`src/design/kmd_pkg.sv`:
```
// Shared types, constants and the note lookup of the keyboard debouncer.
`timescale 1ns / 1ps
package kmd_pkg;

   localparam int LEVEL_W     = 24;  // width of one raw level sample word
   localparam int THR_W       = 4;   // width of the majority threshold
   localparam int KEY_W       = 5;   // width of key_index on the result channel
   localparam int NOTE_W      = 5;   // width of note_number
   localparam int QUEUE_DEPTH = 4;   // entries of the event queue, a power of two
   localparam int QPTR_W      = $clog2(QUEUE_DEPTH);
   localparam int QCNT_W      = $clog2(QUEUE_DEPTH + 1);
   localparam int NOTE_KEYS   = 24;
   localparam logic [THR_W-1:0] THR_RESET = 4'd5;

   localparam logic [NOTE_W-1:0] NOTE_TABLE [NOTE_KEYS] = '{
      5'd0,  5'd2,  5'd4,  5'd5,  5'd7,  5'd9,  5'd11, 5'd1,
      5'd3,  5'd6,  5'd8,  5'd10, 5'd12, 5'd14, 5'd16, 5'd17,
      5'd19, 5'd21, 5'd23, 5'd13, 5'd15, 5'd18, 5'd20, 5'd22
   };

   typedef struct packed {
      logic [KEY_W-1:0]  key_index;
      logic [NOTE_W-1:0] note_number;
      logic              is_press;
      logic              last_event;
   } kmd_event_type;

   typedef struct packed {
      logic          valid;
      kmd_event_type data;
   } kmd_push_type;

   // Keys past the table take their own index, masked to the note width.
   function automatic logic [NOTE_W-1:0] note_of(input logic [5:0] key);
      logic [NOTE_W-1:0] note;
      if (key < 6'(NOTE_KEYS)) begin
         note = NOTE_TABLE[key[4:0]];
      end else begin
         note = key[NOTE_W-1:0];
      end
      return note;
   endfunction

endpackage

```
`src/design/keyboard_majority_debounce_events.sv`:
```
// Top level of the majority-vote keyboard debouncer with press/release events.
//
//   channel  direction  handshake              payload
//   req      in         req_valid/req_ready    req_raw_levels[23:0]
//   rsp      out        rsp_valid/rsp_ready    rsp_key_index, rsp_note_number,
//                                              rsp_is_press, rsp_last_event
//   csr      in         csr_wr_en (no wait)    csr_wr_data[3:0] (majority threshold)
//
// A transaction walks the keys one at a time through the single shared majority datapath,
// then releases the final held event, all with req_ready low; the next transaction can
// be accepted once the scan and the final release are done.
// Events pass a four-entry queue, one per cycle while it has room. A held event facing a full queue stalls
// the scan in place; rsp_ready low stalls the output, then the scan once the queue fills.
// Synchronous reset clears key histories and held states and sets the threshold to 5.
`timescale 1ns / 1ps
module keyboard_majority_debounce_events #(
   parameter int NUM_KEYS = 24,
   parameter int WINDOW   = 8
) (
   input  logic                           clock,
   input  logic                           reset,
   input  logic                           req_valid,
   output logic                           req_ready,
   input  logic [kmd_pkg::LEVEL_W-1:0]    req_raw_levels,
   output logic                           rsp_valid,
   input  logic                           rsp_ready,
   output logic [kmd_pkg::KEY_W-1:0]      rsp_key_index,
   output logic [kmd_pkg::NOTE_W-1:0]     rsp_note_number,
   output logic                           rsp_is_press,
   output logic                           rsp_last_event,
   input  logic                           csr_wr_en,
   input  logic [kmd_pkg::THR_W-1:0]      csr_wr_data
);

   // Majority threshold: ones (or zeros) in the window needed to decide a level.
   logic [kmd_pkg::THR_W-1:0]  thr_ff, thr_in;
   kmd_pkg::kmd_push_type      push;
   kmd_pkg::kmd_push_type      head;
   logic                       queue_full;
   logic                       pop;

   // Hold the threshold unless software writes it.
   assign thr_in = csr_wr_en ? csr_wr_data : thr_ff;

   always_ff @(posedge clock) begin
      if (reset) begin
         thr_ff <= kmd_pkg::THR_RESET;
      end else begin
         thr_ff <= thr_in;
      end
   end

   // Front: accept a sample word and walk the keys, producing events in key order.
   kmd_front #(
      .NUM_KEYS (NUM_KEYS),
      .WINDOW   (WINDOW)
   ) u_front (
      .clock          (clock),
      .reset          (reset),
      .req_valid      (req_valid),
      .req_ready      (req_ready),
      .req_raw_levels (req_raw_levels),
      .threshold      (thr_ff),
      .queue_full     (queue_full),
      .push           (push)
   );

   // Queue: decouple the scan from response backpressure.
   kmd_queue u_queue (
      .clock (clock),
      .reset (reset),
      .push  (push),
      .full  (queue_full),
      .head  (head),
      .pop   (pop)
   );

   // Back: registered response stage.
   kmd_back u_back (
      .clock           (clock),
      .reset           (reset),
      .head            (head),
      .pop             (pop),
      .rsp_valid       (rsp_valid),
      .rsp_ready       (rsp_ready),
      .rsp_key_index   (rsp_key_index),
      .rsp_note_number (rsp_note_number),
      .rsp_is_press    (rsp_is_press),
      .rsp_last_event  (rsp_last_event)
   );

endmodule

```
`src/design/kmd_front.sv`:
```
// Key scanner: history ring, majority decision and event generation.
`timescale 1ns / 1ps
module kmd_front #(
   parameter int NUM_KEYS = 24,
   parameter int WINDOW   = 8
) (
   input  logic                            clock,
   input  logic                            reset,
   input  logic                            req_valid,
   output logic                            req_ready,
   input  logic [kmd_pkg::LEVEL_W-1:0]     req_raw_levels,
   input  logic [kmd_pkg::THR_W-1:0]       threshold,
   input  logic                            queue_full,
   output kmd_pkg::kmd_push_type           push
);

   localparam int IdxW = (NUM_KEYS > 1) ? $clog2(NUM_KEYS) : 1;
   localparam int CntW = $clog2(WINDOW + 1);
   localparam int CmpW = (CntW > kmd_pkg::THR_W) ? CntW : kmd_pkg::THR_W;
   localparam logic [IdxW-1:0] LastIdx = IdxW'(NUM_KEYS - 1);

   logic                          busy_ff, busy_in;
   logic                          flush_ff, flush_in;
   logic [IdxW-1:0]               idx_ff, idx_in;
   logic [kmd_pkg::LEVEL_W-1:0]   levels_ff, levels_in;
   logic                          pend_vld_ff, pend_vld_in;
   kmd_pkg::kmd_event_type        pend_ff, pend_in;
   logic [WINDOW-1:0]             hist_ff [NUM_KEYS];
   logic [WINDOW-1:0]             hist_in [NUM_KEYS];
   logic                          held_ff [NUM_KEYS];
   logic                          held_in [NUM_KEYS];

   logic [WINDOW-1:0]             new_hist;
   logic [CntW-1:0]               ones;
   logic [CmpW-1:0]               ones_c, zeros_c, thr_c;
   logic                          decide_hi, decide_lo, change;
   logic                          scan, advance, accept;
   logic                          want_push;
   kmd_pkg::kmd_event_type        new_ev;

   always_comb begin
      new_hist = {hist_ff[0][WINDOW-2:0], levels_ff[0]};
      ones = '0;
      for (int b = 0; b < WINDOW; b++) begin
         ones = ones + CntW'(new_hist[b]);
      end
      ones_c    = CmpW'(ones);
      zeros_c   = CmpW'(WINDOW) - ones_c;
      thr_c     = CmpW'(threshold);
      decide_hi = (ones_c >= thr_c);
      decide_lo = !decide_hi && (zeros_c >= thr_c);
      change    = (decide_hi || decide_lo) && (decide_hi != held_ff[0]);

      new_ev.key_index   = kmd_pkg::KEY_W'(idx_ff);
      new_ev.note_number = kmd_pkg::note_of(6'(idx_ff));
      new_ev.is_press    = decide_hi;
      new_ev.last_event  = 1'b0;

      scan      = busy_ff && !flush_ff;
      accept    = req_valid && !busy_ff;
      // The held event goes out when a newer one replaces it, or at the end.
      want_push  = pend_vld_ff && (scan ? change : flush_ff);
      advance    = !(want_push && queue_full);
      push.valid = want_push && !queue_full;
      push.data  = pend_ff;
      push.data.last_event = flush_ff;
   end

   always_comb begin
      busy_in     = busy_ff;
      flush_in    = flush_ff;
      idx_in      = idx_ff;
      levels_in   = levels_ff;
      pend_vld_in = pend_vld_ff;
      pend_in     = pend_ff;
      for (int j = 0; j < NUM_KEYS; j++) begin
         hist_in[j] = hist_ff[j];
         held_in[j] = held_ff[j];
      end
      if (accept) begin
         busy_in     = 1'b1;
         flush_in    = 1'b0;
         idx_in      = '0;
         levels_in   = req_raw_levels;
         pend_vld_in = 1'b0;
      end else if (scan && advance) begin
         // Rotate the ring: the current key leaves the head and rejoins at the tail.
         for (int j = 0; j < NUM_KEYS - 1; j++) begin
            hist_in[j] = hist_ff[j+1];
            held_in[j] = held_ff[j+1];
         end
         hist_in[NUM_KEYS-1] = new_hist;
         held_in[NUM_KEYS-1] = change ? decide_hi : held_ff[0];
         levels_in = levels_ff >> 1;
         if (change) begin
            pend_in     = new_ev;
            pend_vld_in = 1'b1;
         end
         if (idx_ff == LastIdx) begin
            flush_in = 1'b1;
         end else begin
            idx_in = idx_ff + IdxW'(1);
         end
      end else if (flush_ff && advance) begin
         busy_in     = 1'b0;
         flush_in    = 1'b0;
         pend_vld_in = 1'b0;
      end
   end

   always_ff @(posedge clock) begin
      levels_ff <= levels_in;
      pend_ff   <= pend_in;
      if (reset) begin
         busy_ff     <= 1'b0;
         flush_ff    <= 1'b0;
         idx_ff      <= '0;
         pend_vld_ff <= 1'b0;
         for (int j = 0; j < NUM_KEYS; j++) begin
            hist_ff[j] <= '0;
            held_ff[j] <= 1'b0;
         end
      end else begin
         busy_ff     <= busy_in;
         flush_ff    <= flush_in;
         idx_ff      <= idx_in;
         pend_vld_ff <= pend_vld_in;
         for (int j = 0; j < NUM_KEYS; j++) begin
            hist_ff[j] <= hist_in[j];
            held_ff[j] <= held_in[j];
         end
      end
   end

   assign req_ready = !busy_ff;

`ifndef SYNTH
   a_flush_only_when_busy: assert property (@(posedge clock) disable iff (reset)
      flush_ff |-> busy_ff)
      else $error("flush phase outside of a scan");
   a_stall_holds_ring: assert property (@(posedge clock) disable iff (reset)
      (busy_ff && !advance) |=> ($stable(hist_ff[0]) && $stable(idx_ff)))
      else $error("key ring moved while the queue was full");
   a_last_marks_end: assert property (@(posedge clock) disable iff (reset)
      (push.valid && advance && push.data.last_event) |=> !busy_ff)
      else $error("final event pushed but scan did not finish");
`endif

endmodule

```
`src/design/kmd_queue.sv`:
```
// Small event queue between the key scanner and the result register.
`timescale 1ns / 1ps
module kmd_queue (
   input  logic                   clock,
   input  logic                   reset,
   input  kmd_pkg::kmd_push_type  push,
   output logic                   full,
   output kmd_pkg::kmd_push_type  head,
   input  logic                   pop
);

   kmd_pkg::kmd_event_type               mem_ff [kmd_pkg::QUEUE_DEPTH];
   logic [kmd_pkg::QPTR_W-1:0]           wr_ptr_ff, wr_ptr_in;
   logic [kmd_pkg::QPTR_W-1:0]           rd_ptr_ff, rd_ptr_in;
   logic [kmd_pkg::QCNT_W-1:0]           count_ff, count_in;
   logic                                 do_pop;

   always_comb begin
      full       = (count_ff == kmd_pkg::QCNT_W'(kmd_pkg::QUEUE_DEPTH));
      head.valid = (count_ff != '0);
      head.data  = mem_ff[rd_ptr_ff];
      do_pop     = pop && head.valid;
      wr_ptr_in  = push.valid ? wr_ptr_ff + kmd_pkg::QPTR_W'(1) : wr_ptr_ff;
      rd_ptr_in  = do_pop ? rd_ptr_ff + kmd_pkg::QPTR_W'(1) : rd_ptr_ff;
      count_in   = count_ff;
      if (push.valid && !do_pop) begin
         count_in = count_ff + kmd_pkg::QCNT_W'(1);
      end else if (!push.valid && do_pop) begin
         count_in = count_ff - kmd_pkg::QCNT_W'(1);
      end
   end

   always_ff @(posedge clock) begin
      if (push.valid) begin
         mem_ff[wr_ptr_ff] <= push.data;
      end
      if (reset) begin
         wr_ptr_ff <= '0;
         rd_ptr_ff <= '0;
         count_ff  <= '0;
      end else begin
         wr_ptr_ff <= wr_ptr_in;
         rd_ptr_ff <= rd_ptr_in;
         count_ff  <= count_in;
      end
   end

`ifndef SYNTH
   a_no_overflow: assert property (@(posedge clock) disable iff (reset)
      full |-> !push.valid || do_pop)
      else $error("event pushed into a full queue");
   a_count_tracks_ptrs: assert property (@(posedge clock) disable iff (reset)
      (count_ff != '0 && !full) |-> (wr_ptr_ff != rd_ptr_ff))
      else $error("queue pointers disagree with fill count");
`endif

endmodule

```
`src/design/kmd_back.sv`:
```
// Result register: drains the event queue onto the response channel.
`timescale 1ns / 1ps
module kmd_back (
   input  logic                           clock,
   input  logic                           reset,
   input  kmd_pkg::kmd_push_type          head,
   output logic                           pop,
   output logic                           rsp_valid,
   input  logic                           rsp_ready,
   output logic [kmd_pkg::KEY_W-1:0]      rsp_key_index,
   output logic [kmd_pkg::NOTE_W-1:0]     rsp_note_number,
   output logic                           rsp_is_press,
   output logic                           rsp_last_event
);

   logic                    out_vld_ff, out_vld_in;
   kmd_pkg::kmd_event_type  out_ff, out_in;

   always_comb begin
      // Load a fresh event whenever the register is empty or being taken.
      pop        = head.valid && (!out_vld_ff || rsp_ready);
      out_vld_in = pop ? 1'b1 : (out_vld_ff && !rsp_ready);
      out_in     = pop ? head.data : out_ff;
   end

   always_ff @(posedge clock) begin
      out_ff <= out_in;
      if (reset) begin
         out_vld_ff <= 1'b0;
      end else begin
         out_vld_ff <= out_vld_in;
      end
   end

   assign rsp_valid       = out_vld_ff;
   assign rsp_key_index   = out_ff.key_index;
   assign rsp_note_number = out_ff.note_number;
   assign rsp_is_press    = out_ff.is_press;
   assign rsp_last_event  = out_ff.last_event;

endmodule
```
`config.mk`:
```
export PLATFORM = sky130hd
export DESIGN_NAME = keyboard_majority_debounce_events
export DESIGN_NICKNAME = d
export VERILOG_FILES = /design/src/design/kmd_pkg.sv /design/src/design/keyboard_majority_debounce_events.sv /design/src/design/kmd_front.sv /design/src/design/kmd_queue.sv /design/src/design/kmd_back.sv
export SDC_FILE = /design/constraint.sdc
export NUM_CORES = 1
export LEC_CHECK = 0
export ABC_AREA = 0
export BUFFER_PORTS_ARGS = -buffer_cell sky130_fd_sc_hd__buf_2
export CORE_MARGIN = 5
export CORE_UTILIZATION = 65
export DETAILED_ROUTE_END_ITERATION = 12
export PLACE_DENSITY = 0.79
export RECOVER_POWER = 100
export SLEW_MARGIN = 20
export SYNTH_ARGS = -nofsm -noshare
export SYNTH_HDL_FRONTEND = slang
export SYNTH_HIERARCHICAL = 1
export SYNTH_SLANG_ARGS = --single-unit
```
`constraint.sdc`:
```
create_clock -name clock -period 15.13 [get_ports clock]
set_clock_uncertainty 0.05 [all_clocks]
set_input_delay 0.7565 -clock clock [delete_from_list [all_inputs] [get_ports clock]]
set_output_delay 0.7565 -clock clock [all_outputs]
set_load 0.05 [all_outputs]
```
==> results of run 1 <==
==> per-layer routing <==
layer	GRT usage [%]	routed length, um	up-vias	part of all wire, %
met1	25.7	9000	3601	45
met3	2.74	869	34	4.3
met5	0	0	-	0
met2	30.5	9720	155	49
li1	-	-	3963	-
met4	5.32	449	0	2.2
==> logic make-up after synthesis <==
logic type      synth area share (%)
simple gates                    15.1
xor+xnor                       0.590
compound gates                  10.8
mux                             5.22
fa+ha+maj                       3.58
flops                           60.1
buf+inv                         4.68
==> sequential cells by signal, indices dropped and copies added (netlist names), named ones only <==
| name | cells |
|---|---|
| u_front/held_ff | 24 |
| u_queue/count_ff | 3 |
| u_front/busy_ff | 1 |
| u_front/push | 11 |
| u_front/levels_ff | 24 |
| u_front/idx_ff | 5 |
| u_back/rsp_note_number | 5 |
| u_front/pend_vld_ff | 1 |
| u_back/rsp_is_press | 1 |
| u_queue/rd_ptr_ff | 2 |
| u_front/flush_ff | 1 |
| u_queue/wr_ptr_ff | 2 |
| u_back/rsp_last_event | 1 |
| u_front/hist_ff | 168 |
| u_back/rsp_key_index | 5 |
| u_back/rsp_valid | 1 |
| thr_ff | 4 |
| u_queue/mem_ff | 48 |
==> layout make-up <==
cell class                 count  area, sq um  share of cell area [%]
sequential                   309         7140                    55.0
timing repair buffer          51          258                    1.99
tap                          229          287                    2.21
inverter                      29          109                   0.839
multi-input combinational    767         4180                    32.2
clock buffer                  40          901                    6.95
clock inverter                12          104                   0.801
==> worst reg2reg max path: cells and delay by family (launching register included) <==
kind	cells	cell delay [ps]
AO/OA/AOI/OAI	5	1110
adder cells (fa/ha/maj)	6	2450
buffers and inverters	6	3200
flip-flops	1	340
AND/OR/NAND/NOR	1	220
==> power by group through the flow <==
stage / combinational, uW / sequential (uW) / clock, uW
detailed placement: 76.6 / 889 / 0
global placement: 75.4 / 888 / 0
CTS: 77.3 / 870 / 750
floorplan: 66.8 / 887 / 0
global route: 84.2 / 871 / 786
finish: 74.9 / 870 / 734
==> final timing paths <==
kind / start / endpoint / slack, ps / cells past startpoint
worst max-delay path: u_front/levels_ff[0]$_DFFE_PP_ / u_front/hist_ff[2][44]$_SDFFE_PP0P_ / 7630 / 18
worst max register to register: u_front/levels_ff[0]$_DFFE_PP_ / u_front/hist_ff[2][44]$_SDFFE_PP0P_ / 7630 / 18
worst min register to register: u_front/hist_ff[0][54]$_SDFFE_PP0P_ / u_front/hist_ff[0][46]$_SDFFE_PP0P_ / 400 / 2
worst min-delay path: csr_wr_data[0] / thr_ff[0]$_SDFFE_PP1P_ / 380 / 2
==> through the flow <==
step / util (%) / worst slack, ps / hold slack [ps]
after floorplan: - / 9640 / 370
after global placement: 66.9 / 9150 / 386
after detailed placement: 66.9 / 9090 / 391
after CTS: 72.5 / 9070 / 365
after global routing: 72.2 / 6990 / 377
final: 72.2 / 7630 / 382
==> placed cells by master (no fill, tap or decap), drive strengths merged, types with 3 or more instances in the layout <==
cell type  synthesis  layout
clkinv             0       7
inv               29      31
or3                4       4
nand3              3       3
buf               50      34
xor2               5       5
nor3               4       4
mux4              13      13
clkbuf            28      57
nor2b              4       4
xnor2              3       3
mux2i              5       5
and2               6       6
edfxtp            95      95
fa                 5       5
a21oi            204     204
dfxtp            214     214
nor2              20      20
o21ai             12      12
nand2b             7       7
nand2            393     393
mux2              24      24
nor3b              3       3
ha                26      26
a211oi             7       7
==> key figures, run 1 <==
Global route
  – First-pass GRT wire length: 34,000 um
  – Initial antenna violation count: 0
  – GRT overflow: 0
  – Vias in the first global route: 7,102
  – Largest net degree at the start of global routing: 203
  – Gr usage total: 18.5%

STA
  – Tightest Pin Transition: 4390 ps
  – Tmin final: 7500 ps
  – Final setup TNS: 0 ps
  – Slew headroom: -192%
  – Tcrit/Tclk final: 49.6%
  – Pins Over Slew Limit: 180
  – Fmax: 0.133 GHz
  – RSZ-0062 raised after global routing: false
  – # setup viols final: 0
  – Final Hold Vio Count: 0

Power and ir drop
  – Power density over the cells: 129 mW/mm^2
  – Reg power frac: 51.8%
  – P_leak: 0.00437 uW
  – Pwr Total: 1680 uW
  – Switching Fraction: 21.3%
  – Comb pwr share: 4.5%
  – Net Sw Power: 358 uW
  – Maximum vdd drop: 0.175 mV
  – Clk pwr share: 43.7%
  – P_int: 1320 uW

Finish
  – Layout cells sized above 1: 10.3%
  – Synth-to-layout area growth: 9.15%
  – Non-Filler Instances: 1,437
  – Layout fillers: 1,272
  – N_diodes: 0
  – Finished Cell Area: 0.0130 sq mm
  – Post-layout nets: 1,251

Critical path
  – Max incr delay on CP: 2110 ps
  – Slowest CP cell: clkbuf_1
  – Worst Setup Start Kind: register
  – Cell breakdown of the critical path: inv_1 -> fa_1 -> fa_1 -> fa_1 -> inv_1 -> ha_1 -> inv_1 -> fa_1 -> inv_1 -> ha_1 -> o211ai_1 -> o21ai_0 -> a211oi_1 -> o31a_2 -> clkbuf_1 -> buf_6 -> nand2_1 -> a21oi_1
  – Crit path max fanout: 120
  – Critical path buffer and inverter count: 6
  – Kind of critical path: register to register
  – CP arrival: 7850 ps
  – Crit. End Element: register
  – CP delay by family, top: buffers and inverters
  – WP data required: 15,480 ps

Yosys
  – Fraction of registers with async set/reset: 0%
  – Yosys reg bits: 309
  – Post-synth EDFFs: 95
  – Synth top area share: 36.1%
  – Post-synth cell types: 51
  – Top cells by count, synth: 392 x nand2_1, 214 x dfxtp_1, 203 x a21oi_1
  – Mapped Nets: 1,247
  – Post-Syn Instances: 1,183
  – Cell with the most instances after synthesis: nand2_1
  – Synth Cell Area: 0.0119 sq mm
  – Top_reg_cell synth: dfxtp_1
  – Mean post-synth cell area: 10.0 sq um
  – Synth Warn #: 6
  – Top post-synthesis cells by area: dfxtp_1 36%, edfxtp_1 24%, nand2_1 12%
  – Post-synthesis sequential area ratio: 60.1%
  – Area leader, netlist: dfxtp_1

Floorplanning
  – Die width: 145 um
  – Die Ht: 145 um
  – Die Footprint: 0.0211 sq mm
  – Core area: 0.0180 sq mm
  – Top-Level Pins: 47
  – # rows: 49
  – Starting Density: 66.1%

Clock network
  – Htree depth: 1
  – CTS root buf: clkbuf_16
  – CTS buffer count: 29
  – Clock sink count: 309
  – Postcts setup bufs: 0
  – Max Root-Sink Buffers: 3
  – Clock slew at reported path FFs: 60 ps
  – Post-cts sizing count: 0
  – CTS tree: built
  – CTS Hold Bufs: 0
  – Clk_lat worst skew: 530 ps

Drt
  – Routed wire length: 20,000 um
  – Post-route ant nets: 0
  – Post-DR vias/cell: 5.40
  – Average wire per standard cell: 13.9 um
  – Initial DRC count: 659
  – Pre-antenna DRT Iters: 5
  – Remaining routing DRC violations: 0
  – Vias: 7,753

Min path
  – Hold Path Class: primary input to register

Run status
  – Status: finished with violations
  – Failing checks: capacitance limit, slew limit

Job
  – Max cap viols: 2

Place
  – Port bufs: 46
  – Cells after DPL: 1,385
  – GPL Wtd Cong: 0.746
  – Placed cell areas: 0.0120 sq mm
  – Hpwl dp: 11,100 um
Power figures use the tool's default switching activity.
==> inputs of run 2 (changes only) <==
--- a/config.mk
+++ b/config.mk
@@ -8,9 +8,9 @@
 export ABC_AREA = 0
 export BUFFER_PORTS_ARGS = -buffer_cell sky130_fd_sc_hd__buf_2
 export CORE_MARGIN = 5
-export CORE_UTILIZATION = 65
+export CORE_UTILIZATION = 61
 export DETAILED_ROUTE_END_ITERATION = 12
-export PLACE_DENSITY = 0.79
+export PLACE_DENSITY = 0.75
 export RECOVER_POWER = 100
 export SLEW_MARGIN = 20
 export SYNTH_ARGS = -nofsm -noshare
==> constraint.sdc (replaced) <==
create_clock -name clock -period 7.6 [get_ports clock]
set_clock_uncertainty 0.05 [all_clocks]
set_input_delay 0.38 -clock clock [delete_from_list [all_inputs] [get_ports clock]]
set_output_delay 0.38 -clock clock [all_outputs]
set_load 0.05 [all_outputs]
==> key figures, run 2 (synthesis gave the netlist of run 1 again) <==
Critical path
  – CP delay by family, top: adder cells (was buffers and inverters)
  – WP depth: 17 (was 18)
  – Critical path buffer and inverter count: 4 (was 6)
  – WP data required: 7950 ps (was 15,480 ps)
  – Max incr delay on CP: 1090 ps (was 2110 ps)
  – R2r worst-path depth: 17 (was 18)
  – Worst Setup Start Kind: register (unchanged)
  – Cell breakdown of the critical path: inv_1 -> fa_1 -> fa_1 -> fa_1 -> inv_1 -> ha_1 -> inv_1 -> fa_1 -> xnor2_1 -> ha_1 -> o211ai_1 -> o21ai_0 -> a211oi_1 -> o31a_1 -> buf_12 -> nand2_1 -> a21oi_1 (was inv_1 -> fa_1 -> fa_1 -> fa_1 -> inv_1 -> ha_1 -> inv_1 -> fa_1 -> inv_1 -> ha_1 -> o211ai_1 -> o21ai_0 -> a211oi_1 -> o31a_2 -> clkbuf_1 -> buf_6 -> nand2_1 -> a21oi_1)
  – Worst path most repeated cell: fa_1
  – Crit path max fanout: 160 (was 120)
  – CP arrival: 6520 ps (was 7850 ps)
  – Slowest CP cell: o31a_1 (was clkbuf_1)
  – Crit. End Element: register (unchanged)
  – Kind of critical path: register to register (unchanged)

STA
  – Hold WS: 30.4 ps (was 382 ps)
  – Slew headroom: -179% (was -192%)
  – Final setup TNS: 0 ps (unchanged)
  – Tightest Pin Transition: 4180 ps (was 4390 ps)
  – Tmin final: 6180 ps (was 7500 ps)
  – RSZ-0062 raised after global routing: false (unchanged)
  – # setup viols final: 0 (unchanged)
  – Tcrit/Tclk final: 81.3% (was 49.6%)
  – Fmax: 0.162 GHz (was 0.133 GHz)
  – Final Hold Vio Count: 0 (unchanged)
  – Pins Over Slew Limit: 100 (was 180)

Finish
  – N_diodes: 0 (unchanged)
  – Highest-count cells in the layout ignoring fill and taps: 393 x nand2_1, 214 x dfxtp_1, 203 x a21oi_1 (unchanged)
  – Top flop regs: u_front/hist_ff (168), u_queue/mem_ff (48) (unchanged)
  – Largest register by flop count: u_front/hist_ff (unchanged)
  – Max FFs per register: 168 (unchanged)
  – Layout fillers: 1,496 (was 1,272)
  – Commonest non-fill, non-tap cell in the layout: nand2_1 (unchanged)
  – Post-layout nets: 1,252 (was 1,251)
  – Synth-to-layout area growth: 10.2% (was 9.15%)
  – Post-layout util: 67.7% (was 72.2%)
  – Layout cells sized above 1: 10.4% (was 10.3%)

Floorplanning
  – # rows: 51 (was 49)
  – Starting Density: 61.5% (was 66.1%)
  – Core area: 0.0193 sq mm (was 0.0180 sq mm)
  – Die Footprint: 0.0224 sq mm (was 0.0211 sq mm)
  – Top-Level Pins: 47 (unchanged)
  – Die width: 150 um (was 145 um)
  – Die Ht: 150 um (was 145 um)

Clock network
  – CTS tree: built (unchanged)
  – CTS Hold Bufs: 0 (unchanged)
  – Clock sink count: 309 (unchanged)
  – Clock slew at reported path FFs: 60 ps (about the same)
  – Max Root-Sink Buffers: 3 (unchanged)
  – Clk_lat worst skew: 530 ps (about the same)
  – Post-cts sizing count: 0 (unchanged)
  – Htree depth: 1 (unchanged)
  – Postcts setup bufs: 0 (unchanged)
  – CTS buffer count: 30 (was 29)
  – CTS root buf: clkbuf_16 (unchanged)

Drt
  – Pre-antenna DRT Iters: 6 (was 5)
  – Initial DRC count: 623 (was 659)
  – Average wire per standard cell: 13.0 um (was 13.9 um)
  – Routed wire length: 19,300 um (was 20,000 um)
  – Post-DR vias/cell: 5.23 (was 5.40)
  – Remaining routing DRC violations: 0 (unchanged)
  – Post-route ant nets: 0 (unchanged)
  – Vias: 7,726 (was 7,753)

Place
  – Port bufs: 46 (unchanged)
  – GPL Wtd Cong: 0.800 (was 0.746)
  – Hpwl dp: 11,000 um (was 11,100 um)

Power and ir drop
  – P_leak: 0.00442 uW (was 0.00437 uW)
  – Power density over the cells: 262 mW/mm^2 (was 129 mW/mm^2)
  – Maximum vdd drop: 0.176 mV (was 0.175 mV)

Run status
  – Failing checks: capacitance limit, slew limit (unchanged)
  – Status: finished with violations (unchanged)

Global route
  – Largest net degree at the start of global routing: 202 (was 203)
  – First-pass GRT wire length: 32,400 um (was 34,000 um)
  – GRT overflow: 0 (unchanged)
  – Vias in the first global route: 7,206 (was 7,102)
  – Gr usage total: 17.0% (was 18.5%)
  – Initial antenna violation count: 0 (unchanged)

Min path
  – Hold Path Class: primary input to register (unchanged)
  – Hold depth: 2 (unchanged)

Job
  – Max cap viols: 1 (was 2)
-- run 2: per-layer routing --
metal / GRT usage [%] / vias up / share of wire, %
met4: 3.80 / 0 / 0.96
met3: 2.94 / 17 / 3.5
met1: 22.5 / 3661 / 46
met2: 29.5 / 89 / 50
met5: 0 / - / 0
li1: - / 3959 / -
-- run 2: power breakdown --
part	switching [uW]	total, uW	internal, uW	leakage [uW]
Sequential	9.96	1730	1720	0.00261
Combinational	106	151	44.8	0.00127
Clock	591	1540	950	0.000538
Total	708	3430	2720	0.00442
-- run 2: per-stage QoR --
step | setup slack [ps] | area, sq um | total power (uW) | std cells
CTS | 1700 | 13100 | 3460 | 1476
global placement | 1900 | 12100 | 1920 | 1420
floorplan | 2110 | 11900 | 1900 | 1183
global route | 956 | 13100 | 3550 | 1477
detailed placement | 1760 | 12100 | 1920 | 1420
finish | 1420 | 13100 | 3430 | 1477
-- run 2: path summary, 6_finish.rpt --
kind	start	endpoint	slack (ps)
max	u_front/levels_ff[0]$_DFFE_PP_	u_front/hist_ff[0][17]$_SDFFE_PP0P_	1420
min	csr_wr_data[2]	thr_ff[2]$_SDFFE_PP1P_	30
max reg2reg	u_front/levels_ff[0]$_DFFE_PP_	u_front/hist_ff[0][17]$_SDFFE_PP0P_	1420
min reg2reg	u_front/hist_ff[1][44]$_SDFFE_PP0P_	u_front/hist_ff[1][36]$_SDFFE_PP0P_	390
-- run 2: worst register-to-register path, stage by stage (launching register included) --
cell,delay (ps)
edfxtp_1,340
inv_1,60
fa_1,510
fa_1,530
fa_1,490
inv_1,70
ha_1,160
inv_1,50
fa_1,370
xnor2_1,310
ha_1,300
o211ai_1,80
o21ai_0,260
a211oi_1,390
o31a_1,1090
buf_12,560
nand2_1,280
a21oi_1,160
-- run 2: layout make-up --
class	count	area, sq um	area share, %
Clock buffer	41	886	6.77
Clock inverter	15	179	1.37
Timing Repair Buffer	51	273	2.08
Tap cell	265	332	2.53
Sequential cell	309	7140	54.5
Multi-Input combinational cell	767	4170	31.9
Inverter	29	109	0.832
